`config.mk`:
```
export PLATFORM = sky130hd
export DESIGN_NAME = dual_channel_smoothed_peak_to_peak
export DESIGN_NICKNAME = d
export VERILOG_FILES = /design/src/design/dcpp_pkg.sv /design/src/design/dcpp_lane.sv /design/src/design/dcpp_merge.sv /design/src/design/dual_channel_smoothed_peak_to_peak.sv
export SDC_FILE = /design/constraint.sdc
export NUM_CORES = 1
export LEC_CHECK = 0
export BUFFER_PORTS_ARGS = -buffer_cell sky130_fd_sc_hd__buf_2
export CAP_MARGIN = 0
export CORE_MARGIN = 3
export CORE_UTILIZATION = 35
export DETAILED_ROUTE_END_ITERATION = 10
export PLACE_DENSITY = 0.58
export SLEW_MARGIN = 10
export SYNTH_ARGS = -nofsm -noshare
export SYNTH_HDL_FRONTEND = slang
export SYNTH_HIERARCHICAL = 1
export SYNTH_SLANG_ARGS = --single-unit
```
`constraint.sdc`:
```
create_clock -name clock -period 7.6 [get_ports clock]
set_clock_uncertainty 0.05 [all_clocks]
set_input_delay 1.14 -clock clock [delete_from_list [all_inputs] [get_ports clock]]
set_output_delay 1.14 -clock clock [all_outputs]
set_load 0.01 [all_outputs]
```
`src/design/dcpp_pkg.sv`:
```
// dcpp_pkg: shared constants and types for the smoothed peak-to-peak meter
// no dependencies; used by every module of the block
package dcpp_pkg;

   localparam int SAMPLE_BITS_DEF = 12;
   localparam int WINDOW_LEN      = 5;
   localparam int HIST_LEN        = 4;
   localparam int PAIRS_BITS      = 3;
   localparam int TOTAL_BITS      = 32;

   // per-word control that travels down the pipeline beside the averages
   typedef struct packed {
      logic last;     // final pair of a frame
      logic restart;  // clear totals before this word
      logic track;    // average belongs to a complete window
      logic first;    // first complete window of the frame
   } ctrl_type;

endpackage

```
`src/design/dcpp_lane.sv`:
```
// dcpp_lane: one channel lane, history line, window sum and divide by five
// depends on dcpp_pkg
module dcpp_lane #(
   parameter int SAMPLE_BITS = dcpp_pkg::SAMPLE_BITS_DEF
) (
   input  logic                   clock,
   input  logic                   reset,
   input  logic [SAMPLE_BITS-1:0] sample,
   input  logic                   load,
   input  logic                   advance,
   output logic [SAMPLE_BITS-1:0] average
);

   localparam int SUM_BITS  = SAMPLE_BITS + 3;
   localparam int SHIFT     = SUM_BITS + 3;
   localparam int RECIP_INT = (1 << SHIFT) / dcpp_pkg::WINDOW_LEN + 1;
   localparam int PROD_BITS = 2 * SUM_BITS + 1;
   localparam logic [SUM_BITS:0] RECIP = (SUM_BITS + 1)'(RECIP_INT);

   logic [SAMPLE_BITS-1:0] hist_ff [dcpp_pkg::HIST_LEN];
   logic [SUM_BITS-1:0]    sum_in;
   logic [SUM_BITS-1:0]    sum_ff;
   logic [PROD_BITS-1:0]   product;
   logic [SAMPLE_BITS-1:0] avg_ff;

   // five-point window sum
   always_comb begin
      sum_in = SUM_BITS'(sample);
      for (int k = 0; k < dcpp_pkg::HIST_LEN; k++) begin
         sum_in = sum_in + SUM_BITS'(hist_ff[k]);
      end
   end

   // oldest sample first
   always_ff @(posedge clock) begin
      if (reset) begin
         for (int k = 0; k < dcpp_pkg::HIST_LEN; k++) begin
            hist_ff[k] <= '0;
         end
      end else if (load) begin
         for (int k = 0; k < dcpp_pkg::HIST_LEN - 1; k++) begin
            hist_ff[k] <= hist_ff[k+1];
         end
         hist_ff[dcpp_pkg::HIST_LEN-1] <= sample;
      end
   end

   // reciprocal multiply, exact over the whole sum range
   assign product = PROD_BITS'(sum_ff) * PROD_BITS'(RECIP);

   always_ff @(posedge clock) begin
      if (load) begin
         sum_ff <= sum_in;
      end
      if (advance) begin
         avg_ff <= product[SHIFT +: SAMPLE_BITS];
      end
   end

   assign average = avg_ff;

endmodule

```
`src/design/dcpp_merge.sv`:
```
// dcpp_merge: joins both lanes, tracks peak and trough, totals, output register
// depends on dcpp_pkg
module dcpp_merge #(
   parameter int SAMPLE_BITS = dcpp_pkg::SAMPLE_BITS_DEF
) (
   input  logic                              clock,
   input  logic                              reset,
   input  logic                              in_valid,
   input  dcpp_pkg::ctrl_type                in_ctrl,
   input  logic [SAMPLE_BITS-1:0]            left_avg,
   input  logic [SAMPLE_BITS-1:0]            right_avg,
   output logic                              in_ready,
   output logic                              rsp_valid,
   input  logic                              rsp_ready,
   output logic [SAMPLE_BITS-1:0]            rsp_left_swing,
   output logic [SAMPLE_BITS-1:0]            rsp_right_swing,
   output logic [dcpp_pkg::TOTAL_BITS-1:0]   rsp_left_total,
   output logic [dcpp_pkg::TOTAL_BITS-1:0]   rsp_right_total
);

   localparam int TB = dcpp_pkg::TOTAL_BITS;

   logic [SAMPLE_BITS-1:0] lpk_ff, lpk_in, ltr_ff, ltr_in;
   logic [SAMPLE_BITS-1:0] rpk_ff, rpk_in, rtr_ff, rtr_in;
   logic [SAMPLE_BITS-1:0] lswing, rswing;
   logic [TB-1:0]          lacc_ff, lacc_in, racc_ff, racc_in;
   logic [SAMPLE_BITS-1:0] lswing_ff, rswing_ff;
   logic [TB-1:0]          ltot_ff, rtot_ff;
   logic                   rsp_valid_ff, rsp_valid_in;
   logic                   take;

   assign in_ready = !in_ctrl.last || !rsp_valid_ff || rsp_ready;
   assign take     = in_valid && in_ready;

   always_comb begin
      lpk_in = lpk_ff;
      ltr_in = ltr_ff;
      rpk_in = rpk_ff;
      rtr_in = rtr_ff;
      if (in_ctrl.track) begin
         if (in_ctrl.first || left_avg > lpk_ff)  lpk_in = left_avg;
         if (in_ctrl.first || left_avg < ltr_ff)  ltr_in = left_avg;
         if (in_ctrl.first || right_avg > rpk_ff) rpk_in = right_avg;
         if (in_ctrl.first || right_avg < rtr_ff) rtr_in = right_avg;
      end
      // short frame gives zero swing
      lswing = in_ctrl.track ? lpk_in - ltr_in : '0;
      rswing = in_ctrl.track ? rpk_in - rtr_in : '0;
      lacc_in = (in_ctrl.restart ? '0 : lacc_ff) + (in_ctrl.last ? TB'(lswing) : '0);
      racc_in = (in_ctrl.restart ? '0 : racc_ff) + (in_ctrl.last ? TB'(rswing) : '0);
   end

   always_comb begin
      if (take && in_ctrl.last) begin
         rsp_valid_in = 1'b1;
      end else if (rsp_ready) begin
         rsp_valid_in = 1'b0;
      end else begin
         rsp_valid_in = rsp_valid_ff;
      end
   end

   always_ff @(posedge clock) begin
      if (reset) begin
         rsp_valid_ff <= 1'b0;
         lacc_ff      <= '0;
         racc_ff      <= '0;
      end else begin
         rsp_valid_ff <= rsp_valid_in;
         if (take) begin
            lacc_ff <= lacc_in;
            racc_ff <= racc_in;
         end
      end
   end

   always_ff @(posedge clock) begin
      if (take) begin
         lpk_ff <= lpk_in;
         ltr_ff <= ltr_in;
         rpk_ff <= rpk_in;
         rtr_ff <= rtr_in;
         if (in_ctrl.last) begin
            lswing_ff <= lswing;
            rswing_ff <= rswing;
            ltot_ff   <= lacc_in;
            rtot_ff   <= racc_in;
         end
      end
   end

   assign rsp_valid       = rsp_valid_ff;
   assign rsp_left_swing  = lswing_ff;
   assign rsp_right_swing = rswing_ff;
   assign rsp_left_total  = ltot_ff;
   assign rsp_right_total = rtot_ff;

endmodule

```
`src/design/dual_channel_smoothed_peak_to_peak.sv`:
```
// a last pair passes the sum, average and output registers before its result shows, unless a stall holds it
// throughput: one sample pair per cycle while rsp_ready keeps up with the frame reports
// a result waiting in the output register stalls a later last pair and the pipe behind it
// reset: synchronous, active high; clears frame count, history, totals and all valid flags
// depends on dcpp_pkg, dcpp_lane and dcpp_merge
module dual_channel_smoothed_peak_to_peak #(
   parameter int SAMPLE_BITS = dcpp_pkg::SAMPLE_BITS_DEF
) (
   input  logic                            clock,
   input  logic                            reset,
   input  logic                            req_valid,
   output logic                            req_ready,
   input  logic [SAMPLE_BITS-1:0]          req_left_sample,
   input  logic [SAMPLE_BITS-1:0]          req_right_sample,
   input  logic                            req_last_pair,
   input  logic                            req_restart_totals,
   output logic                            rsp_valid,
   input  logic                            rsp_ready,
   output logic [SAMPLE_BITS-1:0]          rsp_left_swing,
   output logic [SAMPLE_BITS-1:0]          rsp_right_swing,
   output logic [dcpp_pkg::TOTAL_BITS-1:0] rsp_left_total,
   output logic [dcpp_pkg::TOTAL_BITS-1:0] rsp_right_total
);

   localparam int PB = dcpp_pkg::PAIRS_BITS;

   // pipeline: accept -> sum stage -> average stage -> merge/output register
   logic                   accept;
   logic                   s1_valid_ff, s1_valid_in, s1_ready, s1_adv;
   logic                   s2_valid_ff, s2_valid_in, s2_ready;
   logic                   merge_ready, merge_take;
   dcpp_pkg::ctrl_type     ctrl_in, s1_ctrl_ff, s2_ctrl_ff;
   logic [PB-1:0]          pairs_ff, pairs_in;
   logic [SAMPLE_BITS-1:0] left_avg, right_avg;

   // ready ripples back from the merge stage
   assign s2_ready   = !s2_valid_ff || merge_ready;
   assign s1_adv     = s1_valid_ff && s2_ready;
   assign s1_ready   = !s1_valid_ff || s2_ready;
   assign req_ready  = s1_ready;
   assign accept     = req_valid && req_ready;
   assign merge_take = s2_valid_ff && merge_ready;

   // frame pair count, saturating once a full window has been seen
   always_comb begin
      ctrl_in.last    = req_last_pair;
      ctrl_in.restart = req_restart_totals;
      ctrl_in.track   = (pairs_ff >= PB'(dcpp_pkg::HIST_LEN));
      ctrl_in.first   = (pairs_ff == PB'(dcpp_pkg::HIST_LEN));
      if (req_last_pair) begin
         pairs_in = '0;
      end else if (pairs_ff < PB'(dcpp_pkg::WINDOW_LEN)) begin
         pairs_in = pairs_ff + PB'(1);
      end else begin
         pairs_in = pairs_ff;
      end
   end

   always_comb begin
      s1_valid_in = accept ? 1'b1 : (s1_adv ? 1'b0 : s1_valid_ff);
      s2_valid_in = s1_adv ? 1'b1 : (merge_take ? 1'b0 : s2_valid_ff);
   end

   always_ff @(posedge clock) begin
      if (reset) begin
         s1_valid_ff <= 1'b0;
         s2_valid_ff <= 1'b0;
         pairs_ff    <= '0;
      end else begin
         s1_valid_ff <= s1_valid_in;
         s2_valid_ff <= s2_valid_in;
         if (accept) begin
            pairs_ff <= pairs_in;
         end
      end
   end

   // control rides alongside the lane data
   always_ff @(posedge clock) begin
      if (accept) begin
         s1_ctrl_ff <= ctrl_in;
      end
      if (s1_adv) begin
         s2_ctrl_ff <= s1_ctrl_ff;
      end
   end

   // history of the earlier frame only feeds averages that are never tracked
   dcpp_lane #(.SAMPLE_BITS(SAMPLE_BITS)) u_left_lane (
      .clock   (clock),
      .reset   (reset),
      .sample  (req_left_sample),
      .load    (accept),
      .advance (s1_adv),
      .average (left_avg)
   );

   dcpp_lane #(.SAMPLE_BITS(SAMPLE_BITS)) u_right_lane (
      .clock   (clock),
      .reset   (reset),
      .sample  (req_right_sample),
      .load    (accept),
      .advance (s1_adv),
      .average (right_avg)
   );

   // peak/trough tracking, totals and the output register
   dcpp_merge #(.SAMPLE_BITS(SAMPLE_BITS)) u_merge (
      .clock           (clock),
      .reset           (reset),
      .in_valid        (s2_valid_ff),
      .in_ctrl         (s2_ctrl_ff),
      .left_avg        (left_avg),
      .right_avg       (right_avg),
      .in_ready        (merge_ready),
      .rsp_valid       (rsp_valid),
      .rsp_ready       (rsp_ready),
      .rsp_left_swing  (rsp_left_swing),
      .rsp_right_swing (rsp_right_swing),
      .rsp_left_total  (rsp_left_total),
      .rsp_right_total (rsp_right_total)
   );

endmodule

```
== Word level (Yosys, flattened, before mapping) ==
Memory sizes are Yosys's and may differ from the RTL's.
Index checks and enable logic that the tools add are counted.
Operators by class
  add/sub/neg operators: 13
  multiply operators: 2
  $lt $le $gt $ge: 6
  eq/ne operators: 1
  mux-type cells: 35
  bitwise operators: 8
  reductions and logical operators: 22
Operator list (number)
  $mux 12: 20
  $add 15x12->15: 6
  $add 32x32->32: 2
  $mux 32: 2
  $mul 15x16->30 const B: 2
  $add 12x12->13: 2
  $gt 12x12->1: 2
  $lt 12x12->1: 2
  $sub 12x12->12: 2
  $mux 1: 11
  $logic_or 1x1->1: 8
  $or 1x1->1: 8
  $reduce_bool 2->1: 4
  $mux 3: 2
  $logic_and 1x1->1: 4
  $logic_not 1->1: 4
  $reduce_and 2->1: 2
  $add 3x1->3 const B: 1
  $eq 3x3->1 const B: 1
  $ge 3x3->1 const B: 1
  $lt 3x3->1 const B: 1
Word-level totals
  flip-flop bits (word level): 268
  bits in writable memories: 96
  input bits: 30
  output and inout bits: 90
  word-level logic and storage cells: 115
  memories kept: 2
Memories
  u_left_lane.hist_ff: depth 4, width 12, read ports 4, clocked after memory_dff 0, write ports 4, line dcpp_lane.sv:20  | logic [SAMPLE_BITS-1:0] hist_ff [dcpp_pkg::HIST_LEN];
  u_right_lane.hist_ff: depth 4, width 12, read ports 4, clocked after memory_dff 0, write ports 4, line dcpp_lane.sv:20

== Depth between registers and ports, before layout ==
Gate-level depths: netlist (run 1).
  depth in word-level cells: 10
  mapped depth: 31
  mapped depth without buffers: 27

== By module ==
The synthesis (run 1) kept the hierarchy.
By module, submodules not included
  dcpp_merge: times used 1, cells an instance 1429, area an instance 12891.1 um^2, seq. area each 5385.2 um^2
  dcpp_lane (u_right_lane): times used 1, cells an instance 595, area an instance 7332.0 um^2, seq. area each 2252.2 um^2
  dcpp_lane (u_left_lane): times used 1, cells an instance 590, area an instance 7248.2 um^2, seq. area each 2252.2 um^2
  dual_channel_smoothed_peak_to_peak: times used 1, cells an instance 42, area an instance 534.3 um^2, seq. area each 340.3 um^2

== Worst setup path after synthesis (run 1) ==
No wires, ideal clock.
  path type: reg2reg
  from: register u_left_lane.avg_ff[10], in the netlist u_left_lane/average[10]
  to: register u_merge.lacc_ff[25]
  library setup time: 0.071 ns
  arrival time: 6.356 ns
  setup slack: 1.123 ns
  stages on the path, launching flop included: 28
  clock period less this slack: 6.477 ns
  path through: edfxtp_1 -> ha_1 -> nand4_1 -> or3_4 -> a21oi_2 -> o31a_4 -> clkbuf_1 -> clkbuf_1 -> clkbuf_1 -> o21ai_0 -> ha_1 -> and2_1 -> o31a_1 -> a32o_1 -> o31ai_2 -> and2_1 -> o311ai_0 -> nand3_1 -> ha_1 -> nor2_1 -> nor2_1 -> nand2_1 -> or4_1 -> a21oi_1 -> clkbuf_1 -> nand3_1 -> or3_1 -> a21oi_1
On the way
  longest elaborated chain between the ends: 8
  elaborated cells on any way between the ends: 12
  classes of those cells: 2 x add/sub; 2 x order compare; 6 x mux; 2 x reduce/logical
Ends and longest elaborated chain
  start: declaration: line dcpp_lane.sv:24  | logic [SAMPLE_BITS-1:0] avg_ff;
  start signal: assignment: line dcpp_lane.sv:56  | avg_ff <= product[SHIFT +: SAMPLE_BITS];
  $gt 12x12->1 or $lt 12x12->1 (tied branches): line dcpp_merge.sv:41, dcpp_merge.sv:42
  $logic_or 1x1->1, on equally long branches: line dcpp_merge.sv:41, dcpp_merge.sv:42
  $mux 12, on equally long branches: line dcpp_merge.sv:41, dcpp_merge.sv:42
  $mux 12: line dcpp_merge.sv:40  | if (in_ctrl.track) begin
  $sub 12x12->12 (*): line dcpp_merge.sv:47  | lswing = in_ctrl.track ? lpk_in - ltr_in : '0;
  $mux 12 (*): line dcpp_merge.sv:47
  $mux 12 (*): line dcpp_merge.sv:49  | lacc_in = (in_ctrl.restart ? '0 : lacc_ff) + (in_ctrl.last ? TB'(lswing) : '0);
  $add 32x32->32 (*): line dcpp_merge.sv:49
  end signal: assignment: line dcpp_merge.sv:71  | lacc_ff <= lacc_in;
  end: declaration: line dcpp_merge.sv:26  | logic [TB-1:0] lacc_ff, lacc_in, racc_ff, racc_in;
Mark *: on every way between the ends. The rest lies on a longest branch, timed or not.
A chain may end at the register's enable or synchronous reset.

== Worst setup path in the final report (run 1) ==
  from: register u_left_lane.avg_ff[5], in the netlist u_left_lane/average[5]
  to: register u_merge.lacc_ff[28]
The elaborated chain is that of the path after synthesis.

==> results.yml, run 1 <==
outcome:
  outcome: "finished clean"
job:
  cap_violations: 0
timing:
  finalMaxSlewViolations: 0
  finalHoldViolations: 0
  fmax_ghz: 0.1457
  holdWs_ns: 0.3379
  rsz0062_at_grt: "no"
  final.period_utilization_pct: 90.34
  tightest_slew_ns: 0.9778
  tns_ns: 0
  min_period_ns: 6.866
  setup_viol: 0
  max_slew_margin_pct: 34.21
yosys:
  synth.area.top_cells: "edfxtp_1, ha_1, fa_1, dfxtp_1, inv_1"
  avgSynthCellArea_sq_um: 10.54
  yosysUniqueCellTypes: 93
  synthCells: 2656
  netlist.area_leader.share_pct: 31.52
  synth.most_common_cell: "ha_1"
  ys_warn_count: 6
  yosys-top-cells-count: "ha_1, inv_1, edfxtp_1, fa_1, nand2_1"
  synth.ff_latch_count: 364
  syn_area_sq_um: 28010
  synth_top_flop_cell: "edfxtp_1"
  synth_nets: 3206
  post-synth-top-area-cell: "edfxtp_1"
  ys_async_sr_fraction_pct: 0
  yosysSeqAreaShare_pct: 36.53
  synth_edf_count: 294
clock_tree:
  clock_sink_count: 364
  cts_max_level: 2
  postCtsHoldBufs: 0
  post_cts_resized: 0
  clk_path_buf_depth: 3
  numCtsBuffers: 44
  clkLatencyLatePin_ns: 0.60
  clk_pin_slew_ns: 0.06
  post-cts-setup-buffers: 0
  cts_tree: "built"
  root_buffer: "clkbuf_16"
critical_path:
  crit_start: "u_left_lane/average[5]$_DFFE_PP_"
  crit_fanout: 13
  cp_top_family: "compound AO/OA/AOI/OAI gates"
  critPathKind: "reg2reg"
  cp_cell_sequence: "ha_1, and4_1, a2111oi_0, o21ai_1, o31a_1, a21boi_0, ha_1, and2_1, o31a_1, a32o_1, o31ai_2, and2_1, xnor2_1, nor2_1, ha_1, nand3_1, a21oi_1, o21ai_0, a2111oi_2, nand3_1, or3_1, a21oi_1"
  startpoint_type: "flop"
  crit_path_top_delay_cell: "a2111oi_2"
  cpPeakStageDelay_ns: 0.82
  cp.required_ns: 8.06
  worstRegToRegCells: 22
  path_depth: 22
  endpoint: "u_merge/lacc_ff[28]$_SDFFE_PP0P_"
  regToRegSetupSlack_ns: 0.73
  regToRegEndpoint: "u_merge/lacc_ff[28]$_SDFFE_PP0P_"
  worst_r2r_startpoint: "u_left_lane/average[5]$_DFFE_PP_"
  crit_buf_inv: 0
  crit_arrival_ns: 7.32
  end_kind: "flop"
  cp_common_cell: "ha_1"
finish:
  seqCellArea_sq_um: 10230
  final_area_sq_um: 31260
  multiInputGateArea_sq_um: 16290
  num-nets-final: 3311
  fillers: 7747
  n_antenna_cell: 0
  finish.utilization_pct: 39.50
  drive_gt1_share_pct: 9.224
  syn2layout_area_growth_pct: 11.61
placed_design:
  place.gp.congestion: 0.8281
  place_hpwl_microns: 45460
  io_buffers: 119
  placed_area_sq_um: 29780
routing:
  route.detailed.drc: 0
  via_per_inst: 4.893
  final_antenna_net_count: 0
  drt_first_iter_violations: 1091
  num_vias: 18820
  wl_per_cell_microns: 15.43
  firstDrtPassIters: 5
  drt_wl_total_microns: 59350
floorplanning:
  chipWidth_microns: 288.9
  rows: 103
  design.core.area_sq_um: 79130
  ios: 120
  start_util_pct: 35.39
  dieArea_sq_um: 83450
  die_h_microns: 288.9
global_routing:
  grt_overflow: 0
  grt_antenna_before_repair: 2
  grt_use_total_pct: 14.37
  grt_pass1_vias: 18570
  grt_max_degree: 77
  grt_pass1_wl_microns: 97870
hold_path:
  min_path_type: "reg2reg"
[registers in the layout (all words and copies together), names as in the netlist, 15 cells and up]
signal                   flops
u_left_lane/hist_ff         48
u_right_lane/hist_ff        48
u_merge/lacc_ff             32
u_merge/racc_ff             32
u_merge/rsp_left_total      32
u_merge/rsp_right_total     32
u_left_lane/sum_ff          15
u_right_lane/sum_ff         15
[per-layer routing]
| metal | up-vias | part of all wire (%) | track usage, % |
|---|---|---|---|
| li1 | 9509 | - | - |
| met1 | 8972 | 48 | 20.16 |
| met2 | 278 | 46 | 23.47 |
| met3 | 60 | 4.2 | 2.321 |
| met4 | 4 | 1.5 | 3.062 |
| met5 | - | 0.045 | 0 |
[worst min-delay path by stage]
stage	slack, ns	startpoint	end	cells past startpoint
final	0.34	s1_ctrl_ff[0]$_DFFE_PP_	s2_ctrl_ff[0]$_DFFE_PP_	0
after global routing	0.35	s1_ctrl_ff[0]$_DFFE_PP_	s2_ctrl_ff[0]$_DFFE_PP_	0
after CTS	0.34	s1_ctrl_ff[0]$_DFFE_PP_	s2_ctrl_ff[0]$_DFFE_PP_	0
after detailed placement	0.35	s1_ctrl_ff[0]$_DFFE_PP_	s2_ctrl_ff[0]$_DFFE_PP_	0
after global placement	0.36	s1_ctrl_ff[2]$_DFFE_PP_	s2_ctrl_ff[2]$_DFFE_PP_	0
after floorplan	0.35	s1_ctrl_ff[0]$_DFFE_PP_	s2_ctrl_ff[0]$_DFFE_PP_	0
[per-stage QoR]
stage          std cells  setup slack [ns]
5_1_grt             3847            0.1195
3_3_place_gp        3765            0.9117
3_5_place_dp        3765            0.7365
2_1_floorplan       2656             1.123
6_report            3847            0.7345
4_1_cts             3847            0.7586
[cells in the final DEF, fill, tap and decap left out, types with 21 or more instances in the layout]
master and instances:
ha_1 336, inv_1 317, edfxtp_1 294, fa_1 184
nand2_1 163, a21oi_1 143, nor2_1 139, and2_1 124
buf_2 118, o21ai_0 111, xnor2_1 95, dfxtp_1 70
nand3_1 57, clkbuf_16 46, nor2b_1 44, xor2_1 44
nor3_1 41, a21o_1 38, and3_1 27, nand2b_1 26
or3_1 25, a31oi_1 21, buf_4 21
[logic make-up after synthesis]
kind of cell | Yosys count | synth area share, %
xor gates and xnor gates | 139 | 4.347
adders and majority gates | 522 | 28.24
buffers and inverters | 399 | 5.370
AOI/OAI and AO/OA | 503 | 11.88
muxes | 10 | 0.3842
and+or+nand+nor | 719 | 13.25
DFF | 364 | 36.53
[final cells by class]
class / count / area share, %
clock buffers: 59 / 3.935
clock inverters: 23 / 0.7726
inverters: 319 / 3.835
multi-input cells: 1893 / 52.13
flip-flops and latches: 364 / 32.73
well taps: 1050 / 4.203
repair buffers: 139 / 2.394
Power of run 1 is not shown: default switching activity piles up to over one toggle a cycle in this logic, so the estimate is an artifact.
==> inputs of run 2 (changes only) <==
--- a/config.mk
+++ b/config.mk
@@ -5,6 +5,7 @@
 export SDC_FILE = /design/constraint.sdc
 export NUM_CORES = 1
 export LEC_CHECK = 0
+export ABC_AREA = 1
 export BUFFER_PORTS_ARGS = -buffer_cell sky130_fd_sc_hd__buf_2
 export CAP_MARGIN = 0
 export CORE_MARGIN = 3
==> run 2 against run 1 <==
  * Non-clock buffer count fell by 7
  * Via count rose by 14%
  * First-iteration DRC count fell by 1.8%
  * Worst setup slack improved by 1.5 ns
  * Flip-flop and latch count did not move
  * Critical path depth rose by 11
  * Synthesized area rose by 7.2%
  * Cell count rose by 24%
  * Core utilization barely moved
  * Die area rose by 7.1%
  * Design area rose by 6.7%
  * Register-to-register slack improved by 1.5 ns
  * Highest routed layer is now met4
==> results.yml, run 2 <==
global_routing:
  grt_pass1_vias: 21340
  grt_antenna_before_repair: 1
  grt_overflow: 0
  grt_max_degree: 75
  grt_pass1_wl_microns: 107600
  grt_use_total_pct: 14.54
finish:
  fillers: 8604
  seqCellArea_sq_um: 10230
  layout_common_cells: "inv_1, nand2_1, nor2_1, ha_1, edfxtp_1"
  largestRegisters: "u_left_lane/hist_ff x48, u_right_lane/hist_ff x48"
  mostFrequentLayoutCell: "inv_1"
  num-nets-final: 4152
  syn2layout_area_growth_pct: 11.07
  multiInputGateArea_sq_um: 16650
  drive_gt1_share_pct: 10.49
routing:
  via_per_inst: 4.510
  route.detailed.drc: 0
  drt_wl_total_microns: 64530
  drt_first_iter_violations: 1071
  final_antenna_net_count: 0
  num_vias: 21500
  wl_per_cell_microns: 13.53
  firstDrtPassIters: 5
yosys:
  yosysSeqAreaShare_pct: 34.06
  synth_top_family_by_area: "adder cells"
  synth_compound_area_share_pct: 6.587
  yosysUniqueCellTypes: 55
  netlist.area_leader.share_pct: 29.40
  ys_async_sr_fraction_pct: 0
  yosys-top-cells-count: "inv_1, nand2_1, nor2_1, ha_1, edfxtp_1"
  synthXorXnorAreaFrac_pct: 2.912
  yosys.area_share.simple_pct: 19.62
  synth.ff_latch_count: 364
  yosys-mux-area-fraction_pct: 0
  synth.most_common_cell: "inv_1"
  post-synth-top-area-cell: "edfxtp_1"
  ys_warn_count: 6
  synth_nets: 4030
  syn_area_sq_um: 30030
  synthCells: 3480
  synth.area.top_cells: "edfxtp_1, ha_1, fa_1, inv_1, nand2_1"
  avgSynthCellArea_sq_um: 8.630
  synth_edf_count: 294
  synth_top_flop_cell: "edfxtp_1"
  synthAdderAreaFrac_pct: 26.26
floorplanning:
  start_util_pct: 35.60
  die_h_microns: 298.9
  design.core.area_sq_um: 84350
  ios: 120
  dieArea_sq_um: 89350
  rows: 106
  chipWidth_microns: 298.9
timing:
  setup_viol: 0
  tightest_slew_ns: 1.195
  final.period_utilization_pct: 70.10
  finalMaxSlewViolations: 0
  setup_slack_ns: 2.272
  rsz0062_at_grt: "no"
  finalHoldViolations: 0
  tns_ns: 0
  fmax_ghz: 0.1877
  min_period_ns: 5.328
  max_slew_margin_pct: 20.13
clock_tree:
  clk_pin_slew_ns: 0.06
  clk_path_buf_depth: 3
  post-cts-setup-buffers: 0
  root_buffer: "clkbuf_16"
  numCtsBuffers: 45
  clock_sink_count: 364
  postCtsHoldBufs: 0
  post_cts_resized: 0
  clkLatencyLatePin_ns: 0.57
  cts_tree: "built"
  cts_max_level: 2
job:
  cap_violations: 0
placed_design:
  place_hpwl_microns: 50920
  place_worst_setup_slack_ns: 2.231
  io_buffers: 119
  place.gp.congestion: 0.8678
hold_path:
  min_path_type: "reg2reg"
critical_path:
  startpoint_type: "flop"
  crit_buf_inv: 4
  cp.required_ns: 8.07
  cp_top_family: "simple AND/OR/NAND/NOR gates"
  cpPeakStageDelay_ns: 0.46
  crit_path_top_delay_cell: "edfxtp_1"
  critPathKind: "reg2reg"
  crit_fanout: 20
  crit_arrival_ns: 5.80
  end_kind: "flop"
outcome:
  outcome: "finished clean"
run 2: stage by stage:
step           hold slack (ns)  utilization, %  area (sq um)  std cells
3_3_place_gp            0.3533           37.80         31880       4689
5_1_grt                 0.3932           39.54         33350       4767
2_1_floorplan           0.3503               -         30030       3480
3_5_place_dp            0.3552           37.80         31880       4689
4_1_cts                 0.3742           39.54         33350       4767
6_report                0.3719           39.54         33360       4768
run 2: path summary, 6_finish.rpt:
kind	startpoint	endpoint	slack, ns	cells past startpoint
worst max-delay path	u_right_lane/average[9]$_DFFE_PP_	u_merge/racc_ff[30]$_SDFFE_PP0P_	2.27	33
worst min-delay path	s1_ctrl_ff[3]$_DFFE_PP_	s2_ctrl_ff[3]$_DFFE_PP_	0.37	0
worst max register to register	u_right_lane/average[9]$_DFFE_PP_	u_merge/racc_ff[30]$_SDFFE_PP0P_	2.27	33
worst min register to register	s1_ctrl_ff[3]$_DFFE_PP_	s2_ctrl_ff[3]$_DFFE_PP_	0.37	0
run 2: per-layer routing:
metal	vias up	part of all wire (%)	GRT usage, %	wire length [microns]
met1	9849	49	20.02	31490
li1	11270	-	-	-
met4	0	2.2	3.378	1396
met3	79	3.1	1.744	2006
met5	-	0	0	0
met2	310	46	24.43	29640
run 2: area by class of cell:
cell class                 count  area share (%)
timing repair buffer         132           2.078
inverter                     768           8.650
clock inverter                27          0.9078
multi-input combinational   2291           49.93
antenna                        1        0.007502
tap                         1134           4.254
clock buffer                  51           3.504
sequential                   364           30.67
run 2: logic make-up after synthesis:
family / Yosys count
AND/OR/NAND/NOR: 1309
buffers and inverters: 825
adder cells (fa/ha/maj): 520
flip-flops: 364
AO/OA/AOI/OAI: 363
XOR/XNOR: 99
run 2: worst reg2reg max path: cells and delay by family (launching register included):
family          cells  cell delay [ns]
buf+inv             4             0.23
compound gates      8             1.23
simple gates       16             2.01
fa+ha+maj           4             1.07
xor+xnor            1             0.23
flops               1             0.46
Power of run 2 is left out for the same reason.
